--- src/hw/rtl/bdwr_pkg.sv ---
package bdwr_pkg;

   // Block dimensions.
   localparam int NUM_CATEGORIES = 4;
   localparam int STRIDE         = 512;
   localparam int NUM_COUNT_REGS = 4;
   localparam int TOTAL_BITS     = NUM_CATEGORIES * STRIDE;

   // Port field widths.
   localparam int OPCODE_W   = 2;
   localparam int RAND_W     = 32;
   localparam int MASK_W     = 4;
   localparam int STATUS_W   = 2;
   localparam int PCAT_W     = 2;
   localparam int PIDX_W     = 9;
   localparam int REMAIN_W   = 12;
   localparam int SEL_W      = 4;
   localparam int COUNT_W    = 10;
   localparam int CSR_IDX_W  = 3;
   localparam int CSR_DATA_W = 10;

   // Internal widths.
   localparam int CAT_W  = (NUM_CATEGORIES > 1) ? $clog2(NUM_CATEGORIES) : 1;
   localparam int IDX_W  = $clog2(STRIDE);
   localparam int ADDR_W = $clog2(TOTAL_BITS);
   localparam int CNT_W  = $clog2(TOTAL_BITS + 1);
   localparam int REM_W  = CNT_W + 1;
   localparam int STEP_W = $clog2(RAND_W);
   localparam int CMP_W  = (IDX_W > COUNT_W) ? IDX_W : COUNT_W;
   localparam int SAT_W  = (CNT_W > REMAIN_W) ? CNT_W : REMAIN_W;

   // Opcodes.
   localparam logic [OPCODE_W-1:0] OP_DRAW  = 2'd0;
   localparam logic [OPCODE_W-1:0] OP_CLEAR = 2'd1;

   // Result status codes.
   localparam logic [STATUS_W-1:0] STAT_DRAWN         = 2'd0;
   localparam logic [STATUS_W-1:0] STAT_DRAWN_CLEARED = 2'd1;
   localparam logic [STATUS_W-1:0] STAT_NONE          = 2'd2;
   localparam logic [STATUS_W-1:0] STAT_DONE          = 2'd3;

   // Configuration register indexes.
   localparam logic [CSR_IDX_W-1:0] CSR_SELECTION = 3'd0;
   localparam logic [CSR_IDX_W-1:0] CSR_COUNT0    = 3'd1;

   localparam logic [REMAIN_W-1:0] REMAIN_MAX = '1;

endpackage

--- src/hw/rtl/bitmap_draw_without_repeat.sv ---
// Draw-without-repeat bitmap: one used bit per entry, STRIDE entries per category.
// The request channel (req_valid/req_stall) carries an opcode, a random word and a
// clear mask; every request yields exactly one response on rsp_valid/rsp_stall.
// Registers are written on the csr channel (csr_valid/csr_ready, csr_index,
// csr_data); csr_ready is always high. The user must write them only while no
// request is in flight; the block does not enforce it. The used bits sit in a
// single-port-write memory, and all bitmap work is done by a walk that visits one
// bit per cycle; the modulo runs one quotient bit a cycle over the random word.
// A count request walks the bitmap once (after a clear walk for a clear), a draw
// does a count walk, the modulo and a select walk; a draw that has to restart the
// history clears the selection and counts once more. One request is worked on at
// a time; req_stall is high until the result has moved to the output register.
// After reset a clearing pass zeroes the bitmap with req_stall
// high; configuration writes are taken during it. A stalled response holds on
// the output; the block can take the next request meanwhile but will not
// finish it until the output register is free.
module bitmap_draw_without_repeat (
   input  logic                               clock,
   input  logic                               reset,
   input  logic                               req_valid,
   output logic                               req_stall,
   input  logic [bdwr_pkg::OPCODE_W-1:0]      req_opcode,
   input  logic [bdwr_pkg::RAND_W-1:0]        req_random_word,
   input  logic [bdwr_pkg::MASK_W-1:0]        req_clear_mask,
   output logic                               rsp_valid,
   input  logic                               rsp_stall,
   output logic [bdwr_pkg::STATUS_W-1:0]      rsp_status,
   output logic [bdwr_pkg::PCAT_W-1:0]        rsp_picked_category,
   output logic [bdwr_pkg::PIDX_W-1:0]        rsp_picked_index,
   output logic [bdwr_pkg::REMAIN_W-1:0]      rsp_remaining,
   input  logic                               csr_valid,
   output logic                               csr_ready,
   input  logic [bdwr_pkg::CSR_IDX_W-1:0]     csr_index,
   input  logic [bdwr_pkg::CSR_DATA_W-1:0]    csr_data
);
   import bdwr_pkg::*;

   typedef enum logic [6:0] {
      ST_INIT   = 7'b0000001,
      ST_IDLE   = 7'b0000010,
      ST_CLEAR  = 7'b0000100,
      ST_COUNT  = 7'b0001000,
      ST_MOD    = 7'b0010000,
      ST_SELECT = 7'b0100000,
      ST_FINISH = 7'b1000000
   } state_type;

   state_type state_ff, state_in;

   logic [ADDR_W-1:0]         addr_ff, addr_in;
   logic [CAT_W-1:0]          cat_ff, cat_in;
   logic [IDX_W-1:0]          idx_ff, idx_in;
   logic                      issue_ff, issue_in;
   logic                      rd_act_ff, rd_act_in;
   logic [ADDR_W-1:0]         rd_addr_ff;
   logic [CAT_W-1:0]          rd_cat_ff;
   logic [IDX_W-1:0]          rd_idx_ff;
   logic                      rd_bit_ff;
   logic [OPCODE_W-1:0]       op_ff, op_in;
   logic [RAND_W-1:0]         rand_ff, rand_in;
   logic [NUM_CATEGORIES-1:0] clr_mask_ff, clr_mask_in;
   logic                      auto_ff, auto_in;
   logic [CNT_W-1:0]          cnt_ff, cnt_in;
   logic [REM_W-1:0]          rem_ff, rem_in;
   logic [STEP_W-1:0]         step_ff, step_in;
   logic [STATUS_W-1:0]       res_status_ff, res_status_in;
   logic [CAT_W-1:0]          res_cat_ff, res_cat_in;
   logic [IDX_W-1:0]          res_idx_ff, res_idx_in;
   logic [REMAIN_W-1:0]       res_remain_ff, res_remain_in;
   logic                      rsp_valid_ff, rsp_valid_in;
   logic [STATUS_W-1:0]       rsp_status_ff;
   logic [PCAT_W-1:0]         rsp_cat_ff;
   logic [PIDX_W-1:0]         rsp_idx_ff;
   logic [REMAIN_W-1:0]       rsp_remain_ff;
   logic                      rsp_load;
   logic [SEL_W-1:0]          selection_ff;
   logic [COUNT_W-1:0]        count_ff [NUM_CATEGORIES];

   logic                      mem [TOTAL_BITS];
   logic                      mem_we;
   logic [ADDR_W-1:0]         mem_waddr;
   logic                      mem_wdata;

   logic [NUM_CATEGORIES-1:0] sel_cats;
   logic                      walk_last;
   logic                      rd_free;
   logic [REMAIN_W-1:0]       sat_cnt;
   logic [REM_W-1:0]          rem_shift;
   logic [REM_W-1:0]          rem_next;

   assign sel_cats  = NUM_CATEGORIES'(selection_ff);
   assign walk_last = (addr_ff == ADDR_W'(TOTAL_BITS - 1));
   assign rd_free   = rd_act_ff && sel_cats[rd_cat_ff] && !rd_bit_ff &&
                      (CMP_W'(rd_idx_ff) < CMP_W'(count_ff[rd_cat_ff]));
   assign sat_cnt   = (SAT_W'(cnt_ff) > SAT_W'(REMAIN_MAX)) ? REMAIN_MAX
                                                             : REMAIN_W'(cnt_ff);

   // One restoring-division step of random_word mod count.
   assign rem_shift = {rem_ff[REM_W-2:0], rand_ff[RAND_W-1]};
   assign rem_next  = (rem_shift >= REM_W'(cnt_ff)) ? rem_shift - REM_W'(cnt_ff)
                                                    : rem_shift;

   assign req_stall           = (state_ff != ST_IDLE);
   assign csr_ready           = 1'b1;
   assign rsp_valid           = rsp_valid_ff;
   assign rsp_status          = rsp_status_ff;
   assign rsp_picked_category = rsp_cat_ff;
   assign rsp_picked_index    = rsp_idx_ff;
   assign rsp_remaining       = rsp_remain_ff;

   always_comb begin
      state_in      = state_ff;
      addr_in       = addr_ff;
      cat_in        = cat_ff;
      idx_in        = idx_ff;
      issue_in      = issue_ff;
      rd_act_in     = 1'b0;
      op_in         = op_ff;
      rand_in       = rand_ff;
      clr_mask_in   = clr_mask_ff;
      auto_in       = auto_ff;
      cnt_in        = cnt_ff;
      rem_in        = rem_ff;
      step_in       = step_ff;
      res_status_in = res_status_ff;
      res_cat_in    = res_cat_ff;
      res_idx_in    = res_idx_ff;
      res_remain_in = res_remain_ff;
      rsp_valid_in  = rsp_valid_ff && rsp_stall;
      rsp_load      = 1'b0;
      mem_we        = 1'b0;
      mem_waddr     = addr_ff;
      mem_wdata     = 1'b0;

      // Walk position steps through every bit, category by category.
      if ((state_ff inside {ST_INIT, ST_CLEAR}) ||
          ((state_ff inside {ST_COUNT, ST_SELECT}) && issue_ff)) begin
         if (walk_last) begin
            addr_in  = '0;
            cat_in   = '0;
            idx_in   = '0;
            issue_in = 1'b0;
         end else begin
            addr_in = addr_ff + 1'b1;
            if (idx_ff == IDX_W'(STRIDE - 1)) begin
               idx_in = '0;
               cat_in = cat_ff + 1'b1;
            end else begin
               idx_in = idx_ff + 1'b1;
            end
         end
      end

      case (state_ff)
         ST_INIT: begin
            mem_we = 1'b1;
            if (walk_last) begin
               state_in = ST_IDLE;
            end
         end
         ST_IDLE: begin
            if (req_valid) begin
               op_in         = req_opcode;
               rand_in       = req_random_word;
               clr_mask_in   = NUM_CATEGORIES'(req_clear_mask);
               auto_in       = 1'b0;
               cnt_in        = '0;
               res_cat_in    = '0;
               res_idx_in    = '0;
               res_remain_in = '0;
               if (req_opcode == OP_CLEAR) begin
                  state_in = ST_CLEAR;
               end else if ((req_opcode == OP_DRAW) && (sel_cats == '0)) begin
                  res_status_in = STAT_NONE;
                  state_in      = ST_FINISH;
               end else begin
                  issue_in = 1'b1;
                  state_in = ST_COUNT;
               end
            end
         end
         ST_CLEAR: begin
            mem_we = clr_mask_ff[cat_ff];
            if (walk_last) begin
               cnt_in   = '0;
               issue_in = 1'b1;
               state_in = ST_COUNT;
            end
         end
         ST_COUNT: begin
            rd_act_in = issue_ff;
            if (rd_free) begin
               cnt_in = cnt_ff + 1'b1;
            end
            if (!issue_ff && !rd_act_ff) begin
               if (op_ff != OP_DRAW) begin
                  res_status_in = STAT_DONE;
                  res_remain_in = sat_cnt;
                  state_in      = ST_FINISH;
               end else if (cnt_ff != '0) begin
                  rem_in   = '0;
                  step_in  = '0;
                  state_in = ST_MOD;
               end else if (!auto_ff) begin
                  // Everything in the selection has been drawn: restart its history.
                  auto_in     = 1'b1;
                  clr_mask_in = sel_cats;
                  state_in    = ST_CLEAR;
               end else begin
                  res_status_in = STAT_NONE;
                  state_in      = ST_FINISH;
               end
            end
         end
         ST_MOD: begin
            rem_in  = rem_next;
            rand_in = rand_ff << 1;
            step_in = step_ff + 1'b1;
            if (step_ff == STEP_W'(RAND_W - 1)) begin
               issue_in = 1'b1;
               state_in = ST_SELECT;
            end
         end
         ST_SELECT: begin
            rd_act_in = issue_ff;
            if (rd_free) begin
               if (rem_ff == '0) begin
                  mem_we        = 1'b1;
                  mem_waddr     = rd_addr_ff;
                  mem_wdata     = 1'b1;
                  res_status_in = auto_ff ? STAT_DRAWN_CLEARED : STAT_DRAWN;
                  res_cat_in    = rd_cat_ff;
                  res_idx_in    = rd_idx_ff;
                  res_remain_in = sat_cnt;
                  rd_act_in     = 1'b0;
                  issue_in      = 1'b0;
                  addr_in       = '0;
                  cat_in        = '0;
                  idx_in        = '0;
                  state_in      = ST_FINISH;
               end else begin
                  rem_in = rem_ff - 1'b1;
               end
            end else if (!issue_ff && !rd_act_ff) begin
               res_status_in = STAT_NONE;
               res_cat_in    = '0;
               res_idx_in    = '0;
               res_remain_in = '0;
               state_in      = ST_FINISH;
            end
         end
         ST_FINISH: begin
            if (!rsp_valid_ff || !rsp_stall) begin
               rsp_load     = 1'b1;
               rsp_valid_in = 1'b1;
               state_in     = ST_IDLE;
            end
         end
         default: begin
            state_in = ST_IDLE;
         end
      endcase
   end

   always_ff @(posedge clock) begin
      if (mem_we) begin
         mem[mem_waddr] <= mem_wdata;
      end
      rd_bit_ff <= mem[addr_ff];
   end

   always_ff @(posedge clock) begin
      if (reset) begin
         state_ff     <= ST_INIT;
         addr_ff      <= '0;
         cat_ff       <= '0;
         idx_ff       <= '0;
         issue_ff     <= 1'b0;
         rd_act_ff    <= 1'b0;
         rsp_valid_ff <= 1'b0;
      end else begin
         state_ff     <= state_in;
         addr_ff      <= addr_in;
         cat_ff       <= cat_in;
         idx_ff       <= idx_in;
         issue_ff     <= issue_in;
         rd_act_ff    <= rd_act_in;
         rsp_valid_ff <= rsp_valid_in;
      end
   end

   always_ff @(posedge clock) begin
      rd_addr_ff    <= addr_ff;
      rd_cat_ff     <= cat_ff;
      rd_idx_ff     <= idx_ff;
      op_ff         <= op_in;
      rand_ff       <= rand_in;
      clr_mask_ff   <= clr_mask_in;
      auto_ff       <= auto_in;
      cnt_ff        <= cnt_in;
      rem_ff        <= rem_in;
      step_ff       <= step_in;
      res_status_ff <= res_status_in;
      res_cat_ff    <= res_cat_in;
      res_idx_ff    <= res_idx_in;
      res_remain_ff <= res_remain_in;
      if (rsp_load) begin
         rsp_status_ff <= res_status_ff;
         rsp_cat_ff    <= PCAT_W'(res_cat_ff);
         rsp_idx_ff    <= PIDX_W'(res_idx_ff);
         rsp_remain_ff <= res_remain_ff;
      end
   end

   always_ff @(posedge clock) begin
      if (reset) begin
         selection_ff <= '0;
         for (int i = 0; i < NUM_CATEGORIES; i++) begin
            count_ff[i] <= '0;
         end
      end else if (csr_valid && csr_ready) begin
         if (csr_index == CSR_SELECTION) begin
            selection_ff <= SEL_W'(csr_data);
         end
         for (int i = 0; i < NUM_CATEGORIES; i++) begin
            if ((i < NUM_COUNT_REGS) && (csr_index == CSR_IDX_W'(CSR_COUNT0 + i))) begin
               count_ff[i] <= COUNT_W'(csr_data);
            end
         end
      end
   end

`ifndef SYNTHESIS
   // The pick offset must stay below the number of free entries during the walk.
   assert property (@(posedge clock) disable iff (reset)
      (state_ff == ST_SELECT) |-> (rem_ff < REM_W'(cnt_ff)))
      else $error("pick offset not below free count");

   assert property (@(posedge clock) disable iff (reset)
      (state_ff == ST_MOD) |-> (cnt_ff != '0))
      else $error("modulo started with zero free entries");

   assert property (@(posedge clock) disable iff (reset)
      (rsp_valid && ((rsp_status == STAT_DRAWN) || (rsp_status == STAT_DRAWN_CLEARED)))
      |-> (rsp_remaining != '0))
      else $error("draw reported with no remaining entries");

   assert property (@(posedge clock) disable iff (reset)
      mem_we |-> ((state_ff == ST_INIT) || (state_ff == ST_CLEAR) ||
                  (state_ff == ST_SELECT)))
      else $error("bitmap written outside a clear or a draw");
`endif

endmodule
--- config.mk ---
export PLATFORM = sky130hd
export DESIGN_NAME = bitmap_draw_without_repeat
export DESIGN_NICKNAME = d
export VERILOG_FILES = /design/src/hw/rtl/bdwr_pkg.sv /design/src/hw/rtl/bitmap_draw_without_repeat.sv
export SDC_FILE = /design/constraint.sdc
export NUM_CORES = 2
export LEC_CHECK = 0
export ABC_AREA = 1
export BUFFER_PORTS_ARGS = -buffer_cell sky130_fd_sc_hd__clkbuf_2
export CORE_ASPECT_RATIO = 1.75
export CORE_MARGIN = 4
export CORE_UTILIZATION = 57
export DETAILED_ROUTE_END_ITERATION = 8
export MAX_ROUTING_LAYER = met4
export PLACE_DENSITY = 0.76
export REMOVE_ABC_BUFFERS = 1
export SYNTH_ARGS = -nofsm -noshare
export SYNTH_HDL_FRONTEND = slang
export SYNTH_SLANG_ARGS = --single-unit
--- constraint.sdc ---
create_clock -name clock -period 10 [get_ports clock]
set_input_delay 1.5 -clock clock [delete_from_list [all_inputs] [get_ports clock]]
set_output_delay 1.5 -clock clock [all_outputs]
set_load 0.01 [all_outputs]
## Word-level counts from Yosys, hierarchy flattened

Memory sizes are Yosys's and may differ from the RTL's. A register that Yosys moved wholly into a read port is not among the register bits.
Cells that the tools add are included.

- Bits of input ports: 56
- Memories: 2
- Output and inout port bits: 28
- Logic and storage cells: 262
- Flip-flop bits (word level): 177
- Memory bits (writable): 2088

Memories:

| memory | depth | width | rd ports | clocked after memory_dff | write ports | line | text |
|---|---|---|---|---|---|---|---|
| mem | 2048 | 1 | 1 | 1 | 1 | bitmap_draw_without_repeat.sv:79 | `logic mem [TOTAL_BITS];` |
| count_ff | 4 | 10 | 1 | 1 | 4 | bitmap_draw_without_repeat.sv:77 | `logic [COUNT_W-1:0] count_ff [NUM_CATEGORIES];` |

- Eq/ne operators: 36
- Add/subtract/negate cells: 7
- Muxes and demuxes: 141
- $lt $le $gt $ge: 5
- Bitwise gates (word level): 4
- Reduce and logical (&&, ||, !) cells: 41

Operators by type and width:

| kind | number |
|---|---|
| $mux 12 | 9 |
| $mux 7 | 14 |
| $mux 9 | 10 |
| $mux 11 | 8 |
| $mux 13 | 6 |
| $pmux 12 s3 | 2 |
| $pmux 32 s2 | 1 |
| $pmux 7 s7 | 1 |
| $mux 1 | 45 |
| $mux 10 | 4 |
| $mux 2 | 20 |
| $pmux 13 s3 | 1 |
| $mux 32 | 1 |
| $ne 2x2->1 const B | 13 |
| $mux 4 | 5 |
| $pmux 9 s2 | 1 |
| $reduce_and 6->1 | 3 |
| $mux 5 | 3 |
| $reduce_bool 2->1 | 7 |
| $ge 13x12->1 | 1 |
| $logic_not 13->1 | 1 |
| $sub 13x1->13 const B | 1 |
| $sub 13x12->13 | 1 |
| $add 12x1->12 const B | 1 |
| other kinds (47) | 75 |

## Longest topological paths before layout

- Depth after elaboration: 9
- Depth in mapped cells: 24
- Depth with buffers taken out: 21

## Worst setup path before layout

OpenSTA, ideal clock, no wires.

- Path kind: register -> register
- From: reg rd_cat_ff[0]
- To: mem mem[1594], enable pin
- Path slack: 0.316 ns
- Data arrival time: 9.385 ns
- Stages on the path, launching flop included: 24
- Buffers on the path: 6
- Cell sequence: dfxtp_1 > buf_4 > inv_2 > buf_2 > buf_1 > nand2_1 > a32o_1 > ha_1 > nand2_1 > inv_1 > o21ai_0 > nand3_1 > nor2_2 > nand2_2 > nor2_4 > buf_6 > nand2_1 > o21ai_4 > inv_2 > nor2_8 > buf_6 > nand3_2 > buf_2 > nor2_1

- Longest elaborated chain between the ends: 9
- Elaborated cells between the ends (all ways): 11
- Classes of those cells: mux (8); reduce/logical (3)

Ends and longest elaborated chain:

| what | line | text |
|---|---|---|
| start: declaration | bitmap_draw_without_repeat.sv:56 | `logic [CAT_W-1:0] rd_cat_ff;` |
| start signal: assignment | bitmap_draw_without_repeat.sv:294 | `rd_cat_ff <= cat_ff;` |
| $bmux 1 s2 (*) | bitmap_draw_without_repeat.sv:93 | `assign rd_free = rd_act_ff && sel_cats[rd_cat_ff] && !rd_bit_ff &&` |
| $mux 1 (not written as such) (*) | bitmap_draw_without_repeat.sv:93 |  |
| $logic_and 1x1->1 (*) (3 in series) | bitmap_draw_without_repeat.sv:93 |  |
| $mux 1 | bitmap_draw_without_repeat.sv:226 | `if (rd_free) begin` |
| $pmux 1 s3 | bitmap_draw_without_repeat.sv:154 | `case (state_ff)` |
| $mux 1 | bitmap_draw_without_repeat.sv:266 | `if (mem_we) begin` |
| $mux 1 (not written as such) | bitmap_draw_without_repeat.sv:267 | `mem[mem_waddr] <= mem_wdata;` |
| end: declaration | bitmap_draw_without_repeat.sv:79 |  |

Mark *: on every way between the ends. The rest lies on a longest branch, timed or not. The select of a mux whose other input is x is not followed.

## Worst setup path after layout

- From: reg rd_cat_ff[0]
- To: mem mem[1489], enable pin

Same word-level chain as after synthesis.

==> results.ini <==
[worst_setup_path]
worstPathRequired_ps=10510
crit_type=reg2reg
critPathCapture=mem[1489]
cp_max_fo=32
crit_top_cell=nand2_1
r2r_cells=16
cp-start-kind=register
worstSetupEndpointType=register
reg2reg_slack_ps=3380
r2r_start=rd_cat_ff[0]
max_stage_delay_ps=1190
reg2reg_to=mem[1489]
worstPathCellList=inv_2 > nand2_1 > a32o_1 > ha_1 > nand2_1 > inv_1 > o21ai_0 > nand3_1 > nor2_2 > nand2_2 > nor2_4 > buf_4 > o21ai_2 > nor2_2 > nand2_1 > nor2_1
cp.arrival_ps=7130
slowest_stage=nand2_1
crit_start=rd_cat_ff[0]

[power_and_ir_drop]
p_int_mw=15.8
switching_share_pct=32.0
p_comb_share_pct=23.3
ir_drop_mv=0.209
p_switching_mw=7.42
power_density_nw_per_um2=210
clkPwrFrac_pct=31.3
cellLeakagePower_nw=41.5
pwr-share-seq_pct=45.5

[die]
rows=206
coreArea_sq_um=180000
ios=84
fp.dieH_um=571
initial_core_util_pct=57.3
die-area_sq_um=188000
die_w_um=330

[place]
port_buffers=82
placed_cells=12500
globalplace.congestion=0.930
dpl-instance-area_sq_um=105000
hpwlAfterDp_mm=157

[finish]
stdcell_area_sq_um=110000
nNetsFinal=10400
finalNonFillerCells=12800
areaGrowthSynthToFinish_pct=7.07
drive_above_1_share_pct=5.44
regArea_sq_um=67500
nFillCells=14300
multi_input_area_sq_um=31000

[run]
maxCapViolCount=0

[sta]
tns_ps=0
max_freq_mhz=151
rsz0062_at_grt=no
fin_skew_ps=29.1
setup_violations=0
finalHoldViolCount=0
maxSlewViolCount=0
finalCritPeriodShare_pct=66.2
relSlewSlack_pct=5.72
tightest_slew_ps=1410
layout_min_cycle_time_ps=6620

[drt]
dr.pass1.iters=7
ant_nets=0
wl_per_cell_um=23.8
drt_drc_violations_left=0
drt-initial-drc-count=10800
routed_wl_mm=306
vias=78600
viasPerCell=6.12

[yosys]
syn_area_sq_um=103000
synth-seq-cells=2266
async_flop_share_pct=0
ys_types=58
postSynthAreaPerCell_sq_um=9.59
ys_seq_area_share_pct=65.4
ys_warn_count=0
synth_top_area_cell=edfxtp_1
synth_ff_type=edfxtp_1
yosysTopAreaCellShare_pct=64.3
synth_area_leaders=edfxtp_1, nor2_1, nand2_1, o21ai_0, nand3_1
synth_edf_count=2207
syn-instance-count=10800

[clock_tree]
ctsHoldBuffers=0
post_cts_resized=0
clock_latency_ps=860
clockRootBuffer=clkbuf_16
clkTransAtPathRegs_ps=70
clockBufferDepth=4
cts_tree=built
clkSinkCount=2266
h-tree-depth=4
cts_setup_buffers=0
numCtsBuffers=195

[global_route]
overflow=0
grtUsageTotal_pct=32.9
grt_pass1_wl_mm=451
grt_pass1_vias=75500
grt_max_degree=327
antenna_found_initial=6

[hold_path]
hold_path_class=reg2reg

[status]
status=complete, no violations

## per-stage QoR
stage,power (mW),utilization (%),setup WS (ps),hold slack (ps)
3_5_place_dp,16.0,58.1,3640,347
3_3_place_gp,15.8,58.1,3670,338
5_1_grt,24.1,61.4,2940,361
2_1_floorplan,14.8,-,-45820,331
4_1_cts,23.1,61.4,3610,363
6_report,23.2,61.4,3380,354
## metal layers
metal	GRT usage, %	vias up	share of wire [%]
met5	-	-	0
met4	22.5	0	8.5
met3	5.77	1353	11
met2	53.6	5043	48
li1	-	34600	-
met1	37.1	37500	32
## cells in the mapped netlist (4+ instances only)
library cell,n
a32o_1,8
o31ai_1,4
nand4_1,10
nor4_1,4
nand3_1,495
clkbuf_1,511
nor2_1,3549
nor2_4,12
o21ai_1,5
nor2_8,6
inv_2,12
o21ai_0,873
nor2_2,12
or2_2,15
buf_1,234
inv_1,419
dfxtp_1,59
nor3b_1,7
o211ai_1,138
xor2_1,12
buf_2,94
ha_1,28
nor3_1,27
clkinv_1,6
a21oi_1,142
a211oi_1,4
buf_4,5
edfxtp_1,2207
nand3_2,30
nand2_1,1737
xnor2_1,8
o22ai_1,40
## cells by family (layout without fill, tap and decap cells)
group | after synthesis | after routing | synth area share (%)
AO/OA/AOI/OAI | 1235 | 1235 | 6.52
XOR/XNOR | 20 | 20 | 0.170
adder cells (fa/ha/maj) | 29 | 29 | 0.359
buffers and inverters | 1286 | 972 | 4.84
flip-flops | 2266 | 2266 | 65.4
other | 1 | 9 | 0.00364
AND/OR/NAND/NOR | 5915 | 5915 | 22.7
## power by group through the flow
stage               Combinational (mW)  Sequential, mW  Clock, mW
global placement                  5.09            10.7          0
finish                            5.40            10.5       7.25
CTS                               5.29            10.5       7.26
global route                      5.91            10.6       7.65
detailed placement                5.24            10.8          0
floorplan                         3.71            11.0          0
## worst min-delay path by stage
stage | startpoint | endpoint | slack [ps] | cells after the start
global placement | idx_ff[6] | rd_idx_ff[6] | 340 | 0
floorplan | idx_ff[4] | rd_idx_ff[4] | 330 | 0
detailed placement | idx_ff[6] | rd_idx_ff[6] | 350 | 0
global route | idx_ff[4] | rd_idx_ff[4] | 360 | 0
finish | idx_ff[4] | rd_idx_ff[4] | 350 | 0
CTS | idx_ff[4] | rd_idx_ff[4] | 360 | 0
## placed cells by master, fill, tap and decap left out, types with 9 or more instances in the layout
cell,netlist,routed
nor2_1,3549,3546
edfxtp_1,2207,2207
nand2_1,1737,1736
o21ai_0,873,873
nand3_1,495,494
inv_1,419,416
clkbuf_16,0,198
a21oi_1,142,140
o211ai_1,138,138
buf_4,5,107
clkbuf_2,0,82
dfxtp_1,59,55
clkbuf_1,511,48
o22ai_1,40,40
clkinv_1,6,37
nand3_4,2,32
ha_1,28,28
nor3_1,27,27
clkinv_2,0,26
nor2_4,12,15
or2_2,15,15
inv_2,12,12
nor2_2,12,12
xor2_1,12,12
buf_12,0,11
nand4_1,10,10
bufinv_16,0,9
## registers in the layout, summed over array words and instances (netlist names), 11 cells and up
register,count
rsp_remaining,12
rem_ff,13
rd_addr_ff,11
res_remain_ff,12
mem,2048
count_ff,40
addr_ff,11
cnt_ff,12
rand_ff,32
## cell type report
type	instances	area share [%]
Antenna cell	8	0.0181
Clock buffer	252	4.72
Clock inverter	81	0.577
Inverter	439	1.53
Multi-Input combinational cell	7200	28.1
Sequential cell	2266	61.1
Tap cell	2392	2.71
Timing Repair Buffer	200	1.30
## critical path, delay by kind of cell (launching register included)
family	cells	cell delay (ps)
fa+ha+maj	1	250
buf+inv	3	780
simple gates	9	3770
flops	1	860
compound gates	3	550
(Power assumes the default switching activity.)
